`src/hw/rtl/smc_ram.sv`:
```
// Generic RAM with one write port and two registered read ports.
module smc_ram #(
	parameter int DEPTH = 64,
	parameter int WIDTH = 4
) (
	input  logic                       clk,
	input  logic                       we,
	input  logic [$clog2(DEPTH)-1:0]   waddr,
	input  logic [WIDTH-1:0]           wdata,
	input  logic [$clog2(DEPTH)-1:0]   raddr_a,
	input  logic [$clog2(DEPTH)-1:0]   raddr_b,
	output logic [WIDTH-1:0]           rdata_a,
	output logic [WIDTH-1:0]           rdata_b
);
	logic [WIDTH-1:0] mem [DEPTH];

	always_ff @(posedge clk) begin
		if (we) begin
			mem[waddr] <= wdata;
		end
		rdata_a <= mem[raddr_a];
		rdata_b <= mem[raddr_b];
	end
endmodule

```
`config.mk`:
```
export PLATFORM = sky130hd
export DESIGN_NAME = smc_ram
export DESIGN_NICKNAME = d
export VERILOG_FILES = /design/src/hw/rtl/smc_ram.sv
export SDC_FILE = /design/constraint.sdc
export NUM_CORES = 1
export LEC_CHECK = 0
export ABC_AREA = 0
export BUFFER_PORTS_ARGS = -buffer_cell sky130_fd_sc_hd__clkbuf_2
export CORE_UTILIZATION = 25
export CTS_CLUSTER_DIAMETER = 200
export DETAILED_ROUTE_END_ITERATION = 10
export SLEW_MARGIN = 5
export SYNTH_ARGS = -nofsm -noshare
export SYNTH_HDL_FRONTEND = slang
export SYNTH_SLANG_ARGS = --single-unit
```
`constraint.sdc`:
```
create_clock -name clk -period 3 [get_ports clk]
set_input_delay 0.15 -clock clk [delete_from_list [all_inputs] [get_ports clk]]
set_output_delay 0.15 -clock clk [all_outputs]
set_load 0.01 [all_outputs]
```
# Word level (Yosys, flattened, before mapping)
# Memories as Yosys holds them, arrays and structs flattened. A register that Yosys moved wholly into a read port is not among the register bits.
# Index checks and enable logic that the tools add are counted.
totals:
  register_bits: 0
  ramBits: 256
  input_bits: 24
  output_inout_bits: 8
  elab_cells: 3
  mem_count: 1
op_classes:
  mux: 2
mem_list:
  columns: ["name", "depth", "width", "rd", "rd_ports_with_merged_regs", "write_ports", "line_no", "text"]
  rows:
  - ["mem", 64, 4, 2, 2, 1, "15", "logic [WIDTH-1:0] mem [DEPTH];"]
op_table:
  columns: ["operator", "n"]
  rows:
  - ["1-bit 2-to-1 mux", 2]

# Longest topological paths before layout
depth:
  word_depth: 2
  mapped_depth: 8
  mapped_depth_nobuf: 5

# Worst setup path after synthesis
# No wires, ideal clock.
synth_timing:
  path_type: "input port to flip-flop"
  start: "input raddr_a[0]"
  end: "register rdata_a[2], read port of mem"
  setup_time_ns: 0.125
  arrival_ns: 1.563
  required_time_ns: 2.875
  slack_ns: 1.312
  cell_stages: 8
  cell_sequence: "buf_6 buf_6 buf_6 mux4_2 a22oi_1 o21ai_0 o21ai_0 o41ai_1"
synth_lines:
  columns: ["element", "line_no", "text"]
  rows:
  - ["start: declaration", "10", "input logic [$clog2(DEPTH)-1:0] raddr_a,"]
  - ["end: declaration", "12", "output logic [WIDTH-1:0] rdata_a,"]

==> results_dict.tcl <==
set metrics [dict create \
    highest_layer "met5" \
    drv_cap 0 \
    portBuffers 31 \
    start_util_pct 25.4 \
    async_reset_ff_share_pct 0 \
    drt_iter0_drc 863 \
    routed_wl_um 34000 \
    die_area_sq_um 50800 \
    synth-simple-area-share_pct 5.14 \
    drive_above_1_share_pct 31.6 \
    status "complete, no violations" \
    fmax_ghz 0.490 \
    fin_crit_ns 2.04 \
    relSlewSlack_pct 44.6 \
    worst_slew_pin_slew_ns 0.829 \
    firstDrtPassIters 5 \
    dr_wl_met3_um 2450 \
    cp.arrival_ns 2.49 \
    synth_cell_type_count 48 \
    hpwl_um 23200 \
    hold_ws_ns 0.0159 \
    cts.repair.resized 0 \
    critPathLaunchType "flop" \
    synth_area_per_cell_sq_um 18.4 \
    gr-total-overflow 0 \
    synth_compound_area_share_pct 4.24 \
    cts_hold_buf 0 \
    p_leak_uw 0.00441 \
    final_nets 735 \
    grt_max_degree 65 \
    finalSetupViolCount 0 \
    p_seq_share_pct 48.8 \
    cp_max_fo 2 \
    postPlaceCellArea_sq_um 13400 \
    synth_flop_cell "edfxtp_1" \
    power_uw 8430 \
    path_class "reg2reg" \
    slew_viol_final 0 \
    grt_pass1_vias 7245 \
    syn_area_sq_um 12500 \
    final_antenna_net_count 0 \
    synth_top_family_by_area "multiplexers" \
    clock_sinks 264 \
    dr_wl_met2_um 16800 \
    cts-buffers-inserted 28 \
    r2r_slack_ns 0.96 \
    grt_pass1_wl_um 50000 \
    yosysWarnings 0 \
    ir_drop_uv 327 \
    die_x_um 225 \
    post-route-util_pct 29.2 \
    chipHeight_um 225 \
    track_usage_pct 13.5 \
    synth.mux.area_fraction_pct 25.2 \
    hold_viol 0 \
    clkLatencyLatePin_ns 0.55 \
    area_growth_pct 14.9 \
    finClkSkew_ns 0.0136 \
    cp-end-kind "flop" \
    p_sw_share_pct 22.2 \
    routed_via_density 5.04 \
    synth_xor_area_share_pct 0 \
    synth_fp_nets 701 \
    hold_class "in2reg" \
    core_sq_um 49100 \
    power.density_nw_per_um2 588 \
    antenna_cells 0 \
    cp_data_required_time_ns 3.45 \
    rsz0062_at_grt "no" \
    power.internal_uw 6560 \
    synth_edf_count 256 \
    synth_cells 677 \
    wl_per_cell_um 24.4 \
    synthAdderAreaFrac_pct 0 \
    row_count 81 \
    cts_buffer_depth 3 \
    final_cell_area_sq_um 14300 \
    io_pins 32 \
    switching_power_uw 1870 \
    seq_area_frac_synth_pct 62.9 \
    htree_levels 1 \
    antenna_found_initial 1 \
    clockPowerShare_pct 43.4 \
    vias 7031 \
    setup-tns-final_ns 0 \
    clk_pin_slew_worst_paths_ns 0.06 \
    tritoncts "built" \
    min_period_over_period_pct 68.1 \
    pwr-share-comb_pct 7.9 \
    drc 0 \
    cts-root-buf "clkbuf_16" \
    place_congestion 0.866 \
    ys_seq_elements 264 \
    fill_cells 4869 \
    wl_met1_um 13900 \
    post_cts_buffers 0 \
]
-- path summary, 6_finish.rpt --
path	from	end	depth (start not counted)
max	mem[55][0]	rdata_a[0]	6
min	raddr_a[5]	rdata_a[1]	2
max reg2reg	mem[55][0]	rdata_a[0]	6
min reg2reg	mem[32][1]	rdata_a[1]	5
-- area by class of cell --
cell class	count	area (sq um)	area share, %
Inverter	2	7.51	0.0523
Timing Repair Buffer	55	365	2.55
Multi-Input combinational cell	360	4320	30.1
Tap cell	664	831	5.79
Clock inverter	18	223	1.55
Sequential cell	264	7850	54.7
Clock buffer	33	749	5.23
-- power groups by stage --
stage / Clock (uW) / Combinational (uW) / Sequential, uW
3_5_place_dp: 0 / 664 / 4190
4_1_cts: 3690 / 664 / 4110
5_1_grt: 3820 / 701 / 4110
3_3_place_gp: 0 / 655 / 4190
2_1_floorplan: 0 / 408 / 4180
6_report: 3660 / 662 / 4110
-- Yosys cell counts, drive strengths merged (4+ instances only) --
cell / number / area (sq um)
nand3: 10 / 50.1
o22ai: 16 / 100
buf: 30 / 224
dfxtp: 8 / 160
edfxtp: 256 / 7690
mux4: 125 / 2860
nand2: 14 / 52.6
mux2i: 12 / 120
mux2: 15 / 169
nor3: 6 / 30.0
nor3b: 4 / 30.0
o21ai: 11 / 55.1
nand3b: 5 / 37.5
nand2b: 6 / 37.5
nor2: 70 / 263
a22oi: 6 / 45.0
o221ai: 10 / 87.6
nor2b: 8 / 50.1
clkbuf: 21 / 80.1
-- through the flow --
stage                     cells  setup WS, ns
after floorplan             677          1.31
final                      1396         0.958
after detailed placement   1345         0.499
after global placement     1345         0.521
after global routing       1396         0.946
after CTS                  1396          1.02
-- layout by cell type, fill, tap and decap left out, types with 12 or more instances in the layout --
cell,instances
buf_4,24
nand2_1,14
clkbuf_16,28
clkbuf_2,27
nor2_1,70
o22ai_1,16
mux2i_1,12
mux4_1,12
mux4_2,113
mux2_2,15
edfxtp_1,256
-- flip-flops by register name, summed over array words and instances, names as in the netlist --
register and cells:
rdata_b 4, mem 256, rdata_a 4
-- logic make-up (layout without fill, tap and decap cells) --
kind of cell,after synthesis,after routing
AOI/OAI and AO/OA,72,72
and+or+nand+nor,136,136
buffers and inverters,53,108
DFF,264,264
muxes,152,152
-- critical path: stages, from the launching register on --
cell,delay [ns]
edfxtp_1,0.37
mux4_2,0.48
a22o_1,0.25
a221o_1,0.30
o21ai_1,0.26
o41ai_1,0.13
buf_4,0.14
-- metal layers --
metal | global-route usage [%] | vias up
met2 | 22.6 | 322
met4 | 4.08 | 2
met1 | 18.1 | 3704
met3 | 1.92 | 55
met5 | 0 | -
li1 | - | 2948
Power figures use the tool's default switching activity.
